File: src/rtl/u8u16dec_pkg.sv
package u8u16dec_pkg;

  localparam int unsigned ByteW     = 8;
  localparam int unsigned UnitW     = 16;
  localparam int unsigned QueueDepth = 2;

  localparam logic [UnitW-1:0] PlaceholderUnit = 16'h003F;

  // Byte classes as seen at a lead position.
  typedef enum logic [2:0] {
    ClsZero  = 3'd0,
    ClsAscii = 3'd1,
    ClsLead2 = 3'd2,
    ClsLead3 = 3'd3,
    ClsOther = 3'd4
  } byte_cls_e;

  typedef struct packed {
    byte_cls_e        cls;
    logic [ByteW-1:0] data;
    logic             start;
  } byte_item_t;

  function automatic byte_cls_e classify(input logic [ByteW-1:0] b);
    byte_cls_e c;
    if (b == 8'h00) begin
      c = ClsZero;
    end else if (b[7] == 1'b0) begin
      c = ClsAscii;
    end else if ((b & 8'hE0) == 8'hC0) begin
      c = ClsLead2;
    end else if ((b & 8'hF0) == 8'hE0) begin
      c = ClsLead3;
    end else begin
      c = ClsOther;
    end
    return c;
  endfunction

endpackage

File: src/rtl/u8u16dec_front.sv
module u8u16dec_front (
  input  logic [u8u16dec_pkg::ByteW-1:0] in_byte_i,
  input  logic                            start_flag_i,
  output u8u16dec_pkg::byte_item_t        item_o
);

  always_comb begin
    item_o.cls   = u8u16dec_pkg::classify(in_byte_i);
    item_o.data  = in_byte_i;
    item_o.start = start_flag_i;
  end

endmodule

File: src/rtl/u8u16dec_fifo.sv
module u8u16dec_fifo #(
  parameter int unsigned Depth = u8u16dec_pkg::QueueDepth
) (
  input  logic                     clk_i,
  input  logic                     rst_ni,
  input  logic                     push_i,
  input  u8u16dec_pkg::byte_item_t push_item_i,
  output logic                     full_o,
  input  logic                     pop_i,
  output logic                     empty_o,
  output u8u16dec_pkg::byte_item_t pop_item_o
);

  localparam int unsigned PtrW = (Depth > 1) ? $clog2(Depth) : 1;
  localparam int unsigned CntW = $clog2(Depth + 1);
  localparam logic [PtrW-1:0] LastPtr = PtrW'(Depth - 1);
  localparam logic [CntW-1:0] FullCnt = CntW'(Depth);

  u8u16dec_pkg::byte_item_t mem_q [Depth];
  logic [PtrW-1:0] wr_ptr_q, wr_ptr_d;
  logic [PtrW-1:0] rd_ptr_q, rd_ptr_d;
  logic [CntW-1:0] count_q, count_d;
  logic do_push, do_pop;

  assign full_o     = (count_q == FullCnt);
  assign empty_o    = (count_q == '0);
  assign do_push    = push_i && !full_o;
  assign do_pop     = pop_i && !empty_o;
  assign pop_item_o = mem_q[rd_ptr_q];

  always_comb begin
    wr_ptr_d = wr_ptr_q;
    rd_ptr_d = rd_ptr_q;
    count_d  = count_q;
    if (do_push) begin
      wr_ptr_d = (wr_ptr_q == LastPtr) ? '0 : wr_ptr_q + 1'b1;
    end
    if (do_pop) begin
      rd_ptr_d = (rd_ptr_q == LastPtr) ? '0 : rd_ptr_q + 1'b1;
    end
    if (do_push && !do_pop) begin
      count_d = count_q + 1'b1;
    end else if (do_pop && !do_push) begin
      count_d = count_q - 1'b1;
    end
  end

  always_ff @(posedge clk_i or negedge rst_ni) begin
    if (!rst_ni) begin
      wr_ptr_q <= '0;
      rd_ptr_q <= '0;
      count_q  <= '0;
    end else begin
      wr_ptr_q <= wr_ptr_d;
      rd_ptr_q <= rd_ptr_d;
      count_q  <= count_d;
    end
  end

  always_ff @(posedge clk_i) begin
    if (do_push) begin
      mem_q[wr_ptr_q] <= push_item_i;
    end
  end

endmodule

File: src/rtl/u8u16dec_back.sv
module u8u16dec_back (
  input  logic                              clk_i,
  input  logic                              rst_ni,
  input  logic                              item_valid_i,
  input  u8u16dec_pkg::byte_item_t          item_i,
  output logic                              item_pop_o,
  output logic                              out_valid_o,
  input  logic                              out_ready_i,
  output logic [u8u16dec_pkg::UnitW-1:0]    code_unit_o,
  output logic                              is_terminator_o
);

  logic [1:0]                       left_q, left_d;
  logic [u8u16dec_pkg::UnitW-1:0]   part_q, part_d;
  logic                             ph_q, ph_d;
  logic                             out_valid_q, out_valid_d;
  logic [u8u16dec_pkg::UnitW-1:0]   unit_q, unit_d;
  logic                             term_q, term_d;

  logic [1:0]                       eff_left;
  logic [u8u16dec_pkg::UnitW-1:0]   eff_part;
  logic [u8u16dec_pkg::UnitW-1:0]   acc_part;
  logic                             eff_ph;
  logic                             emit;
  logic [u8u16dec_pkg::UnitW-1:0]   emit_unit;
  logic                             emit_term;
  logic                             take;

  // The output register frees up in the same cycle that its beat is taken.
  assign take       = item_valid_i && (!out_valid_q || out_ready_i);
  assign item_pop_o = take;

  always_comb begin
    eff_left  = item_i.start ? 2'd0 : left_q;
    eff_part  = item_i.start ? '0 : part_q;
    eff_ph    = item_i.start ? 1'b0 : ph_q;
    acc_part  = eff_ph ? eff_part : {eff_part[9:0], item_i.data[5:0]};
    left_d    = eff_left;
    part_d    = eff_part;
    ph_d      = eff_ph;
    emit      = 1'b0;
    emit_unit = '0;
    emit_term = 1'b0;

    if (eff_left != 2'd0) begin
      left_d = eff_left - 2'd1;
      if (left_d == 2'd0) begin
        emit      = 1'b1;
        emit_unit = eff_ph ? u8u16dec_pkg::PlaceholderUnit : acc_part;
        part_d    = '0;
        ph_d      = 1'b0;
      end else begin
        part_d = acc_part;
      end
    end else begin
      unique case (item_i.cls)
        u8u16dec_pkg::ClsZero: begin
          emit      = 1'b1;
          emit_term = 1'b1;
        end
        u8u16dec_pkg::ClsAscii: begin
          emit      = 1'b1;
          emit_unit = {8'h00, item_i.data};
        end
        u8u16dec_pkg::ClsLead2: begin
          part_d = {11'd0, item_i.data[4:0]};
          ph_d   = 1'b0;
          left_d = 2'd1;
        end
        u8u16dec_pkg::ClsLead3: begin
          part_d = {12'd0, item_i.data[3:0]};
          ph_d   = 1'b0;
          left_d = 2'd2;
        end
        default: begin
          part_d = '0;
          ph_d   = 1'b1;
          left_d = 2'd3;
        end
      endcase
    end
  end

  always_comb begin
    out_valid_d = out_valid_q && !out_ready_i;
    unit_d      = unit_q;
    term_d      = term_q;
    if (take && emit) begin
      out_valid_d = 1'b1;
      unit_d      = emit_unit;
      term_d      = emit_term;
    end
  end

  always_ff @(posedge clk_i or negedge rst_ni) begin
    if (!rst_ni) begin
      left_q      <= 2'd0;
      part_q      <= '0;
      ph_q        <= 1'b0;
      out_valid_q <= 1'b0;
    end else begin
      out_valid_q <= out_valid_d;
      if (take) begin
        left_q <= left_d;
        part_q <= part_d;
        ph_q   <= ph_d;
      end
    end
  end

  always_ff @(posedge clk_i) begin
    unit_q <= unit_d;
    term_q <= term_d;
  end

  assign out_valid_o     = out_valid_q;
  assign code_unit_o     = unit_q;
  assign is_terminator_o = term_q;

endmodule

File: src/rtl/utf8_to_utf16_decoder.sv
// UTF-8 to UTF-16 decoder, one byte per beat in and one 16-bit code unit per beat out.
// Lead bytes below 0x80 give a unit at once, 110xxxxx and 1110xxxx open two- and
// three-byte sequences, and any other lead opens a four-byte skip that gives '?'.
// A zero lead byte gives unit 0 with tuser set, and tuser high on an input beat
// drops any open sequence. The block takes one byte every cycle while the output is not
// stalled; each unit passes through the byte queue and then the output register before
// it is offered, and the queue of QueueDepth entries lets the input keep flowing for
// that many beats while the output is stalled.
module utf8_to_utf16_decoder #(
  parameter int unsigned QueueDepth = u8u16dec_pkg::QueueDepth
) (
  input  logic        clk_i,
  input  logic        rst_ni,
  input  logic        s_axis_tvalid,
  output logic        s_axis_tready,
  input  logic [7:0]  s_axis_tdata,  // [7:0] in_byte
  input  logic        s_axis_tuser,  // [0] start_flag
  output logic        m_axis_tvalid,
  input  logic        m_axis_tready,
  output logic [15:0] m_axis_tdata,  // [15:0] code_unit
  output logic        m_axis_tuser   // [0] is_terminator
);

  u8u16dec_pkg::byte_item_t in_item;
  u8u16dec_pkg::byte_item_t q_item;
  logic q_full, q_empty, q_pop;

  u8u16dec_front u_front (
    .in_byte_i    (s_axis_tdata),
    .start_flag_i (s_axis_tuser),
    .item_o       (in_item)
  );

  u8u16dec_fifo #(
    .Depth (QueueDepth)
  ) u_fifo (
    .clk_i       (clk_i),
    .rst_ni      (rst_ni),
    .push_i      (s_axis_tvalid),
    .push_item_i (in_item),
    .full_o      (q_full),
    .pop_i       (q_pop),
    .empty_o     (q_empty),
    .pop_item_o  (q_item)
  );

  assign s_axis_tready = !q_full;

  u8u16dec_back u_back (
    .clk_i           (clk_i),
    .rst_ni          (rst_ni),
    .item_valid_i    (!q_empty),
    .item_i          (q_item),
    .item_pop_o      (q_pop),
    .out_valid_o     (m_axis_tvalid),
    .out_ready_i     (m_axis_tready),
    .code_unit_o     (m_axis_tdata),
    .is_terminator_o (m_axis_tuser)
  );

endmodule
File: config.mk
export PLATFORM = sky130hd
export DESIGN_NAME = utf8_to_utf16_decoder
export DESIGN_NICKNAME = d
export VERILOG_FILES = /design/src/rtl/u8u16dec_pkg.sv /design/src/rtl/u8u16dec_front.sv /design/src/rtl/u8u16dec_fifo.sv /design/src/rtl/u8u16dec_back.sv /design/src/rtl/utf8_to_utf16_decoder.sv
export SDC_FILE = /design/constraint.sdc
export NUM_CORES = 1
export LEC_CHECK = 0
export BUFFER_PORTS_ARGS = -buffer_cell sky130_fd_sc_hd__buf_4
export CAP_MARGIN = 10
export CORE_UTILIZATION = 60
export CTS_CLUSTER_DIAMETER = 60
export CTS_CLUSTER_SIZE = 24
export DETAILED_ROUTE_END_ITERATION = 7
export PLACE_DENSITY = 0.91
export SYNTH_ARGS = -nofsm -noshare
export SYNTH_HDL_FRONTEND = slang
export SYNTH_HIERARCHICAL = 1
export SYNTH_SLANG_ARGS = --single-unit
File: constraint.sdc
create_clock -name clk_i -period 3.7 [get_ports clk_i]
set_input_delay 0.185 -clock clk_i [delete_from_list [all_inputs] [get_ports clk_i]]
set_output_delay 0.185 -clock clk_i [all_outputs]
set_load 0.01 [all_outputs]
==> results of run 1 <==
[report_power, final]
part	leakage, nW	switching, W	internal (W)	total (W)
registers	0.610	0.000169	0.00102	0.00119
clock network	0.0951	0.000227	0.000327	0.000554
logic	0.600	0.000670	0.000505	0.00118
[layer usage]
layer  track usage [%]  part of all wire, %  vias up
li1                  -                    -      872
met4             12.22                  1.6        0
met2             40.28                   54       55
met5                 0                    0        -
met1             26.05                   39      877
met3             7.648                  5.3        9
[worst max-delay path, delay by kind of cell, from the launching register on]
| kind | cells | cell delay [ns] |
|---|---|---|
| AOI/OAI and AO/OA | 1 | 0.14 |
| buffers and inverters | 2 | 0.52 |
| DFF | 1 | 0.32 |
| muxes | 1 | 0.40 |
| and+or+nand+nor | 2 | 0.83 |
[state kept, by name, summed over array words and instances, names as in the netlist]
signal,flops
u_back/out_valid_o,1
u_fifo/rd_ptr_q,1
u_back/code_unit_o,16
u_fifo/count_q,2
u_fifo/mem_q,24
u_back/part_q,10
u_back/is_terminator_o,1
u_back/ph_q,1
u_back/left_q,2
u_fifo/wr_ptr_q,1
[placed cells by master, fill, tap and decap left out, drive strengths merged, types with 2 or more instances in the layout]
cell type and n:
edfxtp 41, nor2 35, buf 33, dfrtp 18, nand2 15, clkbuf 13, o21ai 13, mux2 12
and3 9, a21oi 8, inv 8, nor3 7, nand2b 5, o22ai 4, nand3 4, o211ai 4
nor3b 4, xnor2 3, clkinv 3, a32o 2, and2b 2, a22oi 2, nor2b 2, o22a 2
xor2 2, or3 2, nor4 2
[final timing paths]
kind | end | slack [ns] | depth (start not counted)
setup reg to reg | u_back/code_unit_o[13] | 1.19 | 6
setup / recovery | u_back/code_unit_o[13] | 1.19 | 6
hold / removal | u_fifo/mem_q[0][0] | 0.04 | 1
hold reg to reg | u_back/part_q[5] | 0.51 | 2
min in group asynchronous | u_back/part_q[9] | 0.27 | 2
max in group asynchronous | u_back/part_q[6] | 3.23 | 2
[per-stage QoR]
step | worst slack, ns | cell area [um2]
floorplan | 1.216 | 2786
global placement | 1.280 | 2954
detailed placement | 1.202 | 2954
CTS | 1.191 | 3152
global route | 1.009 | 3152
finish | 1.190 | 3152
[cell type report]
class,instances,area share (%)
multi-input cells,144,29.38
clock inverters,3,1.231
flip-flops and latches,59,53.35
well taps,52,2.064
repair buffers,34,8.178
inverters,9,1.072
clock buffers,13,4.724
[kinds of logic after synthesis]
kind of cell    share of synthesized area, %
fa+ha+maj                             0.4490
xor+xnor                               1.572
compound gates                         9.475
flops                                  60.35
simple gates                           15.67
buf+inv                                6.421
mux                                    6.062
==> flow_summary.json, run 1 <==
{
  "outcome": "complete, no violations",
  "synth_cell_type_count": 43,
  "crit_path_end_kind": "flop",
  "powerDensity_nw_per_um2": 925.6,
  "finalNetCount": 271,
  "critical_path_class": "flop to flop",
  "route.final.wire_length_um": 5130,
  "ys_async_sr_fraction_pct": 30.51,
  "grt_usage_pct": 23.53,
  "min_period_ns": 2.510,
  "cts_tree": "done",
  "ctsHtreeMaxLevel": 3,
  "grt_pass1_wl_um": 8528,
  "worst_slew_pin_slew_ns": 1.003,
  "cts_num_sinks": 59,
  "report.final.slew_viol_count": 0,
  "synth_warnings": 6,
  "ir_drop_mv": 0.4432,
  "setup_violations": 0,
  "die_area_um2": 4920,
  "syn2layout_area_growth_pct": 13.11,
  "drt-initial-drc-count": 184,
  "power_leakage_nw": 1.306,
  "grt_max_degree": 19,
  "chipWidth_um": 70.15,
  "multiInputGateArea_um2": 925.9,
  "skew_ns": 0.005515,
  "syn_area_per_cell_um2": 11.91,
  "initial_core_util_pct": 63.12,
  "synth_top_area_cell": "edfxtp_1",
  "grt_pass1_vias": 1797,
  "die_h_um": 70.15,
  "root_buffer": "clkbuf_8",
  "synth_most_common_cell": "edfxtp_1",
  "post-route-util_pct": 71.40,
  "path_max_fanout": 14,
  "synth_top_cells_by_area": "edfxtp_1 (44%), dfrtp_1 (16%), mux2_4 (4.8%)",
  "whs_ns": 0.03959,
  "ys_ff_latch": 59,
  "clockBufferDepth": 2,
  "clkLatencyLatePin_ns": 0.33,
  "post_cts_buffers": 0,
  "p_total_w": 0.002917,
  "fill_cells": 307,
  "cp_slowest_cell": "nor2_1",
  "crit_path_start": "u_fifo/rd_ptr_q",
  "grt-ovfl-total": 0,
  "clock.fmax_mhz": 398.5,
  "rows": 24,
  "route.vias.total": 1813,
  "place_congestion": 0.9135,
  "synth_top_flop_cell": "edfxtp_1",
  "cts_buffers": 9,
  "diodes": 0,
  "relSlewSlack_pct": 32.91,
  "timing_hold_violations_final": 0,
  "antenna_found_initial": 0,
  "port_buffers": 31,
  "r2r-start": "u_fifo/rd_ptr_q",
  "cap_violations": 0,
  "ctsResizeCount": 0,
  "rsz0062_at_grt": "no",
  "ios": 32,
  "vias_per_cell": 5.774,
  "arrival_ns": 2.54,
  "hold_path.startpoint": "s_axis_tuser",
  "start_kind": "flop",
  "dp_cells": 297,
  "synth_common_cells": "edfxtp_1 (41), nor2_1 (33), dfrtp_1 (18)",
  "clkTransAtPathRegs_ns": 0.06,
  "wire_per_inst_um": 16.34,
  "cpMostUsedCell": "buf_4",
  "syn-num-nets": 248,
  "synth.top_cell.area_share_pct": 44.19,
  "finalSetupTns_ns": 0,
  "mappedNetlistArea_um2": 2786,
  "hold_buffers": 1,
  "ant_nets": 0,
  "drc": 0,
  "crit_chain": "buf_4, mux2_4, and2b_1, o21ai_1, nor2_1, buf_4",
  "instances_no_fill": 314,
  "first_pass_iters": 5,
  "timing.final.crit_share_pct": 67.83,
  "dp_hpwl_um": 3611,
  "coreArea_um2": 4414,
  "synth_edf_count": 41,
  "worstHoldPathType": "input pin to flop",
  "crit_path_max_incr_delay_ns": 0.43,
  "drive_gt1_share_pct": 25.19,
  "layout.area.seq_um2": 1682,
  "synth_seq_area_share_pct": 60.35,
  "crit_required_ns": 3.73,
  "syn_inst": 234
}
Note: power is estimated with default switching activity, not from simulation.
==> run 2, diff against run 1 <==
CORE_UTILIZATION = 57   (was 60)
PLACE_DENSITY = 0.87   (was 0.91)
clock period = 2.56 ns   (was 3.7 ns; I/O delays follow)
==> run 2 against run 1 <==
First-iteration DRC count fell by 19%; hold slack improved by 0.033 ns; register-to-register slack got worse by 0.60 ns; routed wire length fell by 0.84%; die area rose by 5.1%.
==> flow_summary.json, run 2 (synthesis gave the netlist of run 1 again) <==
{
  "start_kind": "flop",
  "grt_use_met2_pct": 35.74,
  "die_h_um": 71.92,
  "largest_reg_flops": 24,
  "dp_cells": 314,
  "grt_pass1_vias": 1792,
  "ctsHtreeMaxLevel": 3,
  "timing_hold_violations_final": 0,
  "drive_gt1_share_pct": 25.64,
  "powerDensity_nw_per_um2": 1331,
  "worstPathBufferInverterCount": 2,
  "report.final.slew_viol_count": 0,
  "ir_drop_mv": 0.6761,
  "top_register": "u_fifo/mem_q",
  "grt-ovfl-total": 0,
  "layout_commonest_cell": "edfxtp_1",
  "layout.area.seq_um2": 1682,
  "clockBufferDepth": 2,
  "ios": 32,
  "instances_no_fill": 340,
  "drt-initial-drc-count": 149,
  "layout_common_cells": "edfxtp_1 (41), buf_4 (35), nor2_1 (33), dfrtp_1 (18), nand2_1 (14)",
  "die_area_um2": 5172,
  "arrival_ns": 2.01,
  "crit_path_end_kind": "flop",
  "ctsResizeCount": 0,
  "timing.final.crit_share_pct": 77.09,
  "crit_required_ns": 2.59,
  "port_buffers": 31,
  "path_max_fanout": 17,
  "grt_max_degree": 19,
  "dp_hpwl_um": 3302,
  "first_pass_iters": 4,
  "crit_chain": "buf_4, mux2_4, nor2_1, o21ai_1, nor2_1, buf_4",
  "route.final.wire_length_um": 5087,
  "crit_path_max_incr_delay_ns": 0.39,
  "cap_violations": 0,
  "clkLatencyLatePin_ns": 0.34,
  "skew_ns": 0.007778,
  "grt_pass1_wl_um": 8383,
  "relSlewSlack_pct": 60.78,
  "vias_per_cell": 5.459,
  "chipWidth_um": 71.92,
  "worst_slew_pin_slew_ns": 0.5884,
  "outcome": "complete, no violations",
  "antenna_found_initial": 0,
  "place_congestion": 0.8446,
  "multiInputGateArea_um2": 925.9,
  "ant_nets": 0,
  "min_period_ns": 1.973,
  "route.vias.total": 1856,
  "syn2layout_area_growth_pct": 19.13,
  "diodes": 0,
  "cts_tree": "done",
  "rows": 25,
  "root_buffer": "clkbuf_8",
  "finalNetCount": 282,
  "use_met3_pct": 7.361,
  "coreArea_um2": 4723,
  "initial_core_util_pct": 58.99,
  "drc": 0,
  "power_leakage_nw": 1.376,
  "whs_ns": 0.07215,
  "clock.fmax_mhz": 506.7,
  "grt_busiest_layer": "met2",
  "fill_cells": 318,
  "crit_family": "buffers and inverters",
  "post_cts_buffers": 0,
  "cts_buffers": 9,
  "finalSetupTns_ns": 0,
  "clkTransAtPathRegs_ns": 0.07,
  "post-route-util_pct": 70.28,
  "use_met1_pct": 26.77,
  "setup_violations": 0,
  "hold_buffers": 10,
  "worstHoldPathType": "input pin to flop",
  "cp_slowest_cell": "mux2_4",
  "critical_path_class": "flop to flop",
  "cts_num_sinks": 59,
  "rsz0062_at_grt": "no",
  "grt_usage_pct": 22.45,
  "wire_per_inst_um": 14.96
}
[run 2: changes by cell type in the layout (fill, tap and decap cells not counted), sizes merged]
cell / before / now
clkinv: 3 / 4
bufinv: 1 / 3
dlygate4sd3: 1 / 10
clkbuf: 13 / 10
buf: 33 / 35
[run 2: final timing paths]
| path | start | end | slack (ns) | depth (start not counted) |
|---|---|---|---|---|
| max | u_fifo/rd_ptr_q | u_back/code_unit_o[0] | 0.59 | 6 |
| min | s_axis_tvalid | u_fifo/wr_ptr_q | 0.07 | 3 |
| max reg2reg | u_fifo/rd_ptr_q | u_back/code_unit_o[0] | 0.59 | 6 |
| min reg2reg | u_fifo/wr_ptr_q | u_fifo/wr_ptr_q | 0.49 | 1 |
| max in group asynchronous | rst_ni | u_back/part_q[0] | 2.17 | 2 |
| min in group asynchronous | rst_ni | u_fifo/wr_ptr_q | 0.19 | 2 |
[run 2: area by class of cell]
| class | count | area share (%) |
|---|---|---|
| sequential | 59 | 50.66 |
| tap | 67 | 2.525 |
| clock buffer | 10 | 3.845 |
| multi-input combinational | 144 | 27.89 |
| timing repair buffer | 45 | 10.93 |
| clock inverter | 6 | 3.129 |
| inverter | 9 | 1.018 |
[run 2: metrics by stage]
| stage | power [W] | setup slack [ns] | area, um2 |
|---|---|---|---|
| final | 0.004419 | 0.5866 | 3319 |
| after global routing | 0.004689 | 0.4055 | 3319 |
| after CTS | 0.004417 | 0.5820 | 3319 |
| after detailed placement | 0.003412 | 0.5891 | 2988 |
| after global placement | 0.003363 | 0.6651 | 2988 |
| after floorplan | 0.002943 | 0.07632 | 2786 |
[run 2: worst register-to-register path, cell delays in order, from the launching register on]
cell and delay, ns:
dfrtp_1 0.37, buf_4 0.25, mux2_4 0.40, nor2_1 0.20, o21ai_1 0.11, nor2_1 0.10
buf_4 0.24
[run 2: where the power goes]
part           internal, W  leakage (nW)  switching (W)
clock network     0.000640         0.118       0.000353
registers          0.00147         0.610       0.000241
logic             0.000758         0.648       0.000957
total              0.00287          1.38        0.00155
[run 2: layer usage]
| metal | routed length [um] | share of wire, % |
|---|---|---|
| met3 | 241 | 4.7 |
| met5 | 0 | 0 |
| met1 | 2146 | 42 |
| met4 | 153 | 3.0 |
| met2 | 2546 | 50 |
